[src/hw/rtl/iida_pkg.sv]
// ----------------------------------------------------------------------------
// iida_pkg
// Shared types and constants for the indexed insert/delete array unit:
// store geometry, request codes and status codes.
// ----------------------------------------------------------------------------
package iida_pkg;

  // Store geometry, fixed by the port widths
  localparam int CAPACITY  = 16;
  localparam int WORD_BITS = 32;
  localparam int IDX_W     = $clog2(CAPACITY);
  localparam int CNT_W     = $clog2(CAPACITY + 1);

  typedef logic [WORD_BITS-1:0] word_t;
  typedef logic [IDX_W-1:0]     idx_t;
  typedef logic [CNT_W-1:0]     cnt_t;

  typedef enum logic [1:0] {
    MODE_INSERT = 2'd0,
    MODE_DELETE = 2'd1,
    MODE_DUMP   = 2'd2,
    MODE_RESIZE = 2'd3
  } mode_t;

  typedef enum logic [1:0] {
    STATUS_OK       = 2'd0,
    STATUS_FULL     = 2'd1,
    STATUS_BAD_POS  = 2'd2,
    STATUS_BAD_SIZE = 2'd3
  } status_t;

endpackage

[src/hw/rtl/indexed_insert_delete_array_unit.sv]
// ----------------------------------------------------------------------------
// indexed_insert_delete_array_unit
// Ordered store of 16 signed words with insert, delete, dump and resize,
// driven by a small sequencer around one shared index step unit.
// ----------------------------------------------------------------------------
// The unit takes one request beat at a time and is stalled until that request
// has finished its work. Insert moves one entry up per cycle, from the end of
// the store down to the target position, then writes the new word and then
// presents the status beat. Delete moves one entry down per cycle from the
// target position, then presents the status beat. Both are paced by the
// single read/write port of the entry store and the one shared index
// incrementer/decrementer. Dump presents one beat per cycle while the output
// register is free, one per entry in use, with last set on the final entry;
// an empty store gives a single beat without a word. Resize and any rejected
// request give one status beat. Result beats sit in an output register, so
// the next request is taken while the final result beat of the previous one
// still waits. The store clears at reset; slots brought back into use by a
// resize keep the bits they held before, and a slot vacated by a delete
// keeps a copy of its neighbour.
// ----------------------------------------------------------------------------
module indexed_insert_delete_array_unit (
  input  logic                          clk,
  input  logic                          rst_n,
  // request channel
  input  logic                          in_valid,
  output logic                          in_stall,
  input  logic [1:0]                    in_mode,
  input  logic [4:0]                    in_position,
  input  logic signed [31:0]            in_value,
  input  logic [4:0]                    in_new_size,
  // result channel
  output logic                          out_valid,
  input  logic                          out_stall,
  output logic signed [31:0]            out_word,
  output logic [3:0]                    out_slot,
  output logic [4:0]                    out_count,
  output logic [1:0]                    out_status,
  output logic                          out_has_word,
  output logic                          out_last
);
  import iida_pkg::*;

  typedef enum logic [2:0] {
    ST_IDLE,
    ST_INS,
    ST_DEL,
    ST_DUMP,
    ST_RESP
  } state_t;

  localparam cnt_t CAP_CNT = CNT_W'(CAPACITY);

  // Sequencer state and request context
  state_t  state_r,  state_nxt;
  idx_t    idx_r,    idx_nxt;
  cnt_t    used_r,   used_nxt;
  idx_t    pos_r,    pos_nxt;
  word_t   val_r,    val_nxt;
  status_t status_r, status_nxt;

  // Output register
  logic    out_valid_r,    out_valid_nxt;
  word_t   out_word_r,     out_word_nxt;
  idx_t    out_slot_r,     out_slot_nxt;
  cnt_t    out_count_r,    out_count_nxt;
  status_t out_status_r,   out_status_nxt;
  logic    out_has_word_r, out_has_word_nxt;
  logic    out_last_r,     out_last_nxt;

  // Entry store: one read and one write per cycle
  word_t   entries_r [CAPACITY];
  logic    wr_en;
  idx_t    wr_idx;
  word_t   wr_data;
  idx_t    rd_idx;
  word_t   rd_data;

  // Shared index step unit
  idx_t    idx_step;
  cnt_t    idx_plus1;

  logic    in_acc;
  logic    out_free;

  assign in_stall = (state_r != ST_IDLE);
  assign in_acc   = in_valid && (state_r == ST_IDLE);
  // Output register can take a new beat when empty or being drained
  assign out_free = !out_valid_r || !out_stall;

  // Insert walks downwards, delete and dump walk upwards
  assign idx_step  = (state_r == ST_INS) ? idx_r - idx_t'(1) : idx_r + idx_t'(1);
  assign idx_plus1 = {1'b0, idx_r} + cnt_t'(1);
  // Insert and delete copy from the neighbour, dump reads the current slot
  assign rd_idx    = (state_r == ST_DUMP) ? idx_r : idx_step;
  assign rd_data   = entries_r[rd_idx];

  always_comb begin
    state_nxt        = state_r;
    idx_nxt          = idx_r;
    used_nxt         = used_r;
    pos_nxt          = pos_r;
    val_nxt          = val_r;
    status_nxt       = status_r;
    out_valid_nxt    = out_valid_r && out_stall;
    out_word_nxt     = out_word_r;
    out_slot_nxt     = out_slot_r;
    out_count_nxt    = out_count_r;
    out_status_nxt   = out_status_r;
    out_has_word_nxt = out_has_word_r;
    out_last_nxt     = out_last_r;
    wr_en            = 1'b0;
    wr_idx           = idx_r;
    wr_data          = rd_data;

    unique case (state_r)
      ST_IDLE: begin
        if (in_acc) begin
          pos_nxt    = in_position[IDX_W-1:0];
          val_nxt    = word_t'(in_value);
          status_nxt = STATUS_OK;
          unique case (mode_t'(in_mode))
            MODE_INSERT: begin
              if (used_r == CAP_CNT) begin
                status_nxt = STATUS_FULL;
                state_nxt  = ST_RESP;
              end else if (in_position > used_r) begin
                status_nxt = STATUS_BAD_POS;
                state_nxt  = ST_RESP;
              end else begin
                idx_nxt   = used_r[IDX_W-1:0];
                state_nxt = ST_INS;
              end
            end
            MODE_DELETE: begin
              if (in_position >= used_r) begin
                status_nxt = STATUS_BAD_POS;
                state_nxt  = ST_RESP;
              end else begin
                idx_nxt   = in_position[IDX_W-1:0];
                state_nxt = ST_DEL;
              end
            end
            MODE_DUMP: begin
              if (used_r == '0) begin
                state_nxt = ST_RESP;
              end else begin
                idx_nxt   = '0;
                state_nxt = ST_DUMP;
              end
            end
            MODE_RESIZE: begin
              if (in_new_size > CAP_CNT) begin
                status_nxt = STATUS_BAD_SIZE;
              end else begin
                used_nxt = in_new_size;
              end
              state_nxt = ST_RESP;
            end
            default: state_nxt = ST_RESP;
          endcase
        end
      end

      ST_INS: begin
        // Move one entry up per cycle, then drop the new word into place
        wr_en = 1'b1;
        if (idx_r > pos_r) begin
          wr_data = rd_data;
          idx_nxt = idx_step;
        end else begin
          wr_data   = val_r;
          used_nxt  = used_r + cnt_t'(1);
          state_nxt = ST_RESP;
        end
      end

      ST_DEL: begin
        // Move one entry down per cycle until the end of the used range
        if (idx_plus1 < used_r) begin
          wr_en   = 1'b1;
          wr_data = rd_data;
          idx_nxt = idx_step;
        end else begin
          used_nxt  = used_r - cnt_t'(1);
          state_nxt = ST_RESP;
        end
      end

      ST_DUMP: begin
        if (out_free) begin
          out_valid_nxt    = 1'b1;
          out_word_nxt     = rd_data;
          out_slot_nxt     = idx_r;
          out_count_nxt    = used_r;
          out_status_nxt   = STATUS_OK;
          out_has_word_nxt = 1'b1;
          out_last_nxt     = (idx_plus1 == used_r);
          if (idx_plus1 == used_r) begin
            state_nxt = ST_IDLE;
          end else begin
            idx_nxt = idx_step;
          end
        end
      end

      ST_RESP: begin
        if (out_free) begin
          out_valid_nxt    = 1'b1;
          out_word_nxt     = '0;
          out_slot_nxt     = '0;
          out_count_nxt    = used_r;
          out_status_nxt   = status_r;
          out_has_word_nxt = 1'b0;
          out_last_nxt     = 1'b1;
          state_nxt        = ST_IDLE;
        end
      end

      default: state_nxt = ST_IDLE;
    endcase
  end

  always_ff @(posedge clk) begin
    if (!rst_n) begin
      state_r     <= ST_IDLE;
      used_r      <= '0;
      out_valid_r <= 1'b0;
    end else begin
      state_r     <= state_nxt;
      used_r      <= used_nxt;
      out_valid_r <= out_valid_nxt;
    end
    idx_r          <= idx_nxt;
    pos_r          <= pos_nxt;
    val_r          <= val_nxt;
    status_r       <= status_nxt;
    out_word_r     <= out_word_nxt;
    out_slot_r     <= out_slot_nxt;
    out_count_r    <= out_count_nxt;
    out_status_r   <= out_status_nxt;
    out_has_word_r <= out_has_word_nxt;
    out_last_r     <= out_last_nxt;
  end

  always_ff @(posedge clk) begin
    if (!rst_n) begin
      entries_r <= '{default: '0};
    end else if (wr_en) begin
      entries_r[wr_idx] <= wr_data;
    end
  end

  assign out_valid    = out_valid_r;
  assign out_word     = out_word_r;
  assign out_slot     = out_slot_r;
  assign out_count    = out_count_r;
  assign out_status   = out_status_r;
  assign out_has_word = out_has_word_r;
  assign out_last     = out_last_r;

endmodule

[config.mk]
export PLATFORM = sky130hd
export DESIGN_NAME = indexed_insert_delete_array_unit
export DESIGN_NICKNAME = d
export VERILOG_FILES = /design/src/hw/rtl/iida_pkg.sv /design/src/hw/rtl/indexed_insert_delete_array_unit.sv
export SDC_FILE = /design/constraint.sdc
export NUM_CORES = 1
export LEC_CHECK = 0
export BUFFER_PORTS_ARGS = -buffer_cell sky130_fd_sc_hd__buf_2
export CORE_MARGIN = 2
export CORE_UTILIZATION = 40
export DETAILED_ROUTE_END_ITERATION = 6
export PLACE_DENSITY_LB_ADDON = 0.08
export REMOVE_ABC_BUFFERS = 1
export SYNTH_ARGS = -nofsm -noshare
export SYNTH_HDL_FRONTEND = slang
export SYNTH_SLANG_ARGS = --single-unit
[constraint.sdc]
create_clock -name clk -period 4.1 [get_ports clk]
set_input_delay 0.41 -clock clk [delete_from_list [all_inputs] [get_ports clk]]
set_output_delay 0.41 -clock clk [all_outputs]
set_load 0.02 [all_outputs]
======== Word-level counts from Yosys, hierarchy flattened ========
Cells that the tools add are included.
storage, ports and cells
  logic and storage cells ................. 151
  output and inout port bits .............. 47
  bits of input ports ..................... 48
  flip-flop bits (word level) ............. 608
operators by class
  multiplexer cells ....................... 62
  add/subtract/negate cells ............... 5
  bitwise gates (word level) .............. 2
  order comparisons ....................... 8
  eq/ne operators ......................... 25
  reduce and logical (&&, ||, !) cells .... 20
operators with widths
  cell                count
  $bwmux 512          1
  $mux 32             7
  $bmux 32 s4         1
  $demux 32 s4        1
  $pmux 32 s2         1
  $mux 4              13
  $mux 3              10
  $mux 5              5
  $ne 2x2->1 const B  8
  $pmux 4 s4          1
  $pmux 3 s5          1
  $pmux 5 s3          1
  $mux 2              6
  $ne 3x3->1 const B  4
  $pmux 3 s4          1
  $pmux 4 s3          1
  $reduce_and 6->1    2
  $reduce_and 11->1   1
  $ge 5x5->1 const B  2
  $not 4->5           2
  $pmux 4 s2          1
  $eq 3x2->1 const B  2
  $mux 1              6
  $ne 2x1->1 const B  3
  33 further kinds    41

======== Longest topological paths before layout ========
  depth in word-level cells ............... 10
  depth in mapped cells ................... 15
  gate-level depth less buffers ........... 11

======== Worst setup path before layout ========
No wires, ideal clock.
  path type ............................... register to register
  start point ............................. register state_r[2]
  end point ............................... register out_has_word_r, in the netlist out_has_word (enable)
  arrival ................................. 3.166 ns
  path buffers ............................ 2
  period minus slack after synthesis ...... 3.617 ns
  data required time ...................... 3.649 ns
  stages on the path, launching flop included .. 7
  setup time .............................. 0.451 ns
  slack ................................... 0.483 ns
  cells stage by stage .................... dfxtp_1 buf_4 inv_1 nor3_1 clkbuf_1 inv_1 a21oi_1
on the way
  word-level cells in the longest chain between the ends .. 3
  elaborated cells on any way between the ends .. 6
  those cells by class .................... eq/ne (4); reduce/logical (2)
ends and longest elaborated chain
  what                                                              line                                     source
  start, declared                                                   indexed_insert_delete_array_unit.sv:54   state_t state_r, state_nxt;
  start signal, assigned                                            indexed_insert_delete_array_unit.sv:229  state_r <= state_nxt;
  $eq 3x3->1 / $eq 3x2->1 (equally long branches)                   indexed_insert_delete_array_unit.sv:115  unique case (state_r)
  $ne 2x2->1 (no line) / $reduce_bool 2->1 (equally long branches)  -
  $reduce_and 3->1 (no line) (*)                                    -
  end signal, assigned                                              indexed_insert_delete_array_unit.sv:241  out_has_word_r <= out_has_word_nxt;
  end, declared                                                     indexed_insert_delete_array_unit.sv:67   logic out_has_word_r, out_has_word_nxt;
Every way passes the cells marked *; elsewhere a longest branch is shown, timed or not.
A chain may end at the register's enable or synchronous reset.

======== Final worst setup path ========
  start point ............................. register state_r[2]
  end point ............................... register entries_r[51] (netlist name)
on the way
  word-level cells in the longest chain between the ends .. 10
  elaborated cells on any way between the ends .. 13
  those cells by class .................... eq/ne (3); mux (9); bitwise (1)
ends and longest elaborated chain
  what                                        line                                                                             source
  $eq 3x1->1                                  indexed_insert_delete_array_unit.sv:91, indexed_insert_delete_array_unit.sv:115
  $mux 4                                      indexed_insert_delete_array_unit.sv:91                                           assign idx_step = (state_r == ST_INS) ? idx_r - idx_t'(1) : idx_r + idx_t'(1);
  $mux 4                                      indexed_insert_delete_array_unit.sv:94                                           assign rd_idx = (state_r == ST_DUMP) ? idx_r : idx_step;
  $not 4->5 (not written as such)             indexed_insert_delete_array_unit.sv:95                                           assign rd_data = entries_r[rd_idx];
  $bmux 32 s4                                 indexed_insert_delete_array_unit.sv:95
  $mux 32 (not written as such) (2 in a row)  indexed_insert_delete_array_unit.sv:95
  $mux 32                                     indexed_insert_delete_array_unit.sv:167                                          if (idx_r > pos_r) begin
  $mux 32                                     -
  $bwmux 512                                  indexed_insert_delete_array_unit.sv:249                                          entries_r[wr_idx] <= wr_data;
  end signal, assigned by index               indexed_insert_delete_array_unit.sv:249
  end, declared                               indexed_insert_delete_array_unit.sv:71                                           word_t entries_r [CAPACITY];
Parallel ways exist; a longest one is shown, timed or not. The select of a mux whose other input is x is not followed.

==> flow_metrics.py <==
metrics = {
    "clocking": {
        "clock_latency_ns": 0.63,
        "numCtsBuffers": 71,
        "clock_sinks": 608,
        "cts_root_buf": "clkbuf_16",
        "cts_tree": "done",
        "clk_pin_slew_ns": 0.06,
        "htreeDepth": 3,
        "clockBufferDepth": 3,
    },
    "timing": {
        "finalCritPeriodShare_pct": 97.0,
        "worst_slew_pin_slew_ns": 1.01,
        "hold_viol_final": 0,
        "maxSlewHeadroom_pct": 32.9,
        "whs_ns": 0.0284,
        "clock_skew_ns": 0.0350,
        "rsz0062_at_grt": "false",
        "setup_viol": 0,
        "maxClockFrequency_mhz": 251,
        "fin_crit_ns": 3.98,
        "finalMaxSlewViolations": 0,
    },
    "power_and_ir_drop": {
        "powerDensity_nw_per_um2": 545,
        "peakVddDrop_v": 0.000272,
        "p_leak_nw": 11.5,
    },
    "logic_synthesis": {
        "synth.distinct_cells": 73,
        "yosysMostFrequentCell": "dfxtp_1",
        "async_reset_ff_share_pct": 0,
        "synth_top_flop_cell": "dfxtp_1",
        "synth_compound_area_share_pct": 31.8,
        "synth-seq-area-share_pct": 45.9,
        "synth-edff-count": 87,
        "yosys-top-cells-count": "521 x dfxtp_1, 486 x nand2_1, 382 x o21ai_0, 307 x nor2_1, 208 x clkbuf_1",
        "synth_cells": 3211,
        "syn_area_per_cell_sq_um": 8.86,
        "muxShareOfSynthArea_pct": 0.541,
        "synth_seq_cells": 608,
        "syn-cell-area_sq_um": 28400,
        "synth-simple-area-share_pct": 15.4,
        "yosysTopAreaCellShare_pct": 36.7,
        "synth_area_leader_cell": "dfxtp_1",
        "synth_xor_area_share_pct": 0.277,
        "ys.warnings.count": 0,
        "yosys-top-cells-area": "dfxtp_1 37%, edfxtp_1 9.2%, o21ai_0 6.7%",
        "synth-adder-area-share_pct": 1.37,
        "synth_top_family_by_area": "compound AO/OA/AOI/OAI gates",
    },
    "cells_and_area": {
        "final_area_sq_um": 33600,
        "area_delta_synth_final_pct": 18.3,
        "layout-drive-gt1-share_pct": 16.0,
        "fillers": 6691,
        "finalNetCount": 3368,
    },
    "placed_design": {
        "placedInstanceArea_sq_um": 30900,
        "gp_congestion": 0.856,
        "post-dp-hpwl_um": 70200,
        "port_buffers": 94,
    },
    "worst_setup_path": {
        "crit_fanout": 32,
        "crit_path_end": "entries_r[51]",
        "critPathArrivalTime_ns": 4.50,
        "crit_start": "state_r[2]",
        "start_kind": "flop",
        "r2r_cells": 12,
        "worstReg2RegStart": "state_r[2]",
        "r2r_end": "entries_r[51]",
        "critPathRequiredTime_ns": 4.62,
        "rrSetupSlack_ns": 0.12,
        "cp-end-kind": "flop",
        "path_class": "flop to flop",
    },
    "outcome": {
        "outcome": "finished clean",
    },
    "floorplan": {
        "coreArea_sq_um": 70100,
        "start_util_pct": 40.5,
        "die_w_um": 271,
        "die_h_um": 271,
        "dieArea_sq_um": 73200,
        "ioPinCount": 95,
        "num_rows": 97,
    },
    "run": {
        "max_cap_viol_count": 0,
    },
    "routing": {
        "wl_um": 125000,
        "via_per_inst": 6.57,
        "vias": 28100,
        "drc": 0,
        "ant_nets": 0,
        "drtIter0Drc": 3252,
        "firstDrtPassIters": 6,
        "wl_per_cell_um": 29.1,
    },
    "global_routing": {
        "grt_usage_pct": 32.9,
        "grt_remaining_overflow": 0,
        "grt_pass1_wl_um": 181000,
        "grt_max_degree": 128,
        "grt_pass1_vias": 26900,
        "grt_antenna_before_repair": 2,
    },
    "min_path": {
        "hp-class": "primary input to flop",
    },
}
## cell families after synthesis
kind of cell,Yosys count
buffers and inverters,324
multiplexers,13
AO/OA/AOI/OAI,1235
XOR/XNOR,9
AND/OR/NAND/NOR,992
flip-flops,608
adder cells (fa/ha/maj),30
## cell type report
cell class	count	area [sq um]	area share, %
clock buffer	112	2110	6.28
sequential	608	13000	38.8
antenna	1	2.50	0.00744
clock inverter	16	153	0.454
inverter	28	105	0.312
timing repair buffer	302	2580	7.68
tap	940	1180	3.50
multi-input combinational	2279	14500	43.0
## what timing repair did
action	in CTS	in global routing
hold buffers	33	0
hold endpoints to repair	33	0
setup buffers	0	3
setup endpoints to repair	0	170
gates resized for setup	0	9
## how the worst min path moves through the flow
stage,from,endpoint,slack [ns],cells after the start
6_report,in_position[1],pos_r[1],0.03,1
3_3_place_gp,entries_r[19],entries_r[19],0.43,2
3_5_place_dp,entries_r[17],entries_r[17],0.44,2
4_1_cts,in_position[1],pos_r[1],0.002,1
2_1_floorplan,entries_r[19],entries_r[19],0.42,2
5_1_grt,in_position[3],pos_r[3],0.03,1
## layer usage
metal  vias to the layer above  routed length [um]  GRT usage (%)  part of all wire [%]
li1                      12300                   -              -                     -
met1                     13700               50900           43.7                    41
met2                      1775               55400           51.4                    44
met3                       385               12800           6.86                    10
met4                         0                5550           14.9                   4.5
met5                         -                   0              0                     0
## state kept, by name, summed over array words and instances (netlist names), 2 cells and up
signal,count
state_r,3
entries_r,512
out_word,32
status_r,2
out_status,2
used_r,5
pos_r,4
out_count,5
val_r,32
idx_r,4
out_slot,4
## power by group
group | internal (mW) | switching, mW | total, mW
clock | 3.66 | 2.61 | 6.28
combinational | 1.73 | 3.96 | 5.69
sequential | 6.26 | 0.0877 | 6.35
total | 11.7 | 6.66 | 18.3
## through the flow
| stage | total power, mW | util, % | instances | setup TNS, ns | worst slack [ns] |
|---|---|---|---|---|---|
| after floorplan | 9.62 | - | 2915 | -3003.68 | -5.61 |
| after global placement | 11.9 | 44.1 | 4121 | 0 | 0.196 |
| after detailed placement | 11.9 | 44.1 | 4121 | 0 | 0.0278 |
| after CTS | 18.2 | 47.8 | 4282 | 0 | 0.0458 |
| after global routing | 18.9 | 47.9 | 4285 | 0 | 0.00255 |
| final | 18.3 | 47.9 | 4286 | 0 | 0.121 |
## cell usage in the layout, fill, tap and decap left out, drive strengths merged, types with 5 or more instances in the layout
master,netlist,layout
a211oi,83,83
a21boi,9,9
a21o,5,5
a21oi,54,54
a221o,63,63
a221oi,65,65
a22o,80,80
a31oi,33,33
and2,8,8
and3,11,11
buf,84,269
clkbuf,212,112
clkinv,0,13
dfxtp,521,521
dlygate4sd3,0,33
edfxtp,87,87
ha,28,28
inv,28,29
mux2i,10,10
nand2,486,486
nand2b,34,34
nand3,31,31
nor2,307,307
nor2b,9,9
nor3,89,89
o211ai,6,6
o21ai,432,432
o221a,10,10
o221ai,225,225
o22a,33,33
o22ai,120,120
xnor2,5,5
## critical path: stages, from the launching register on
cell and delay [ns]:
dfxtp_1 0.41, or3b_1 0.48, inv_2 0.20, fa_1 0.55, nor2b_1 0.22, mux2i_4 0.24, buf_12 0.26, buf_12 0.23
a221o_1 0.16, nand2_1 0.10, nor3_4 0.43, o221ai_2 0.32, o21ai_0 0.26
Power figures use the tool's default switching activity.
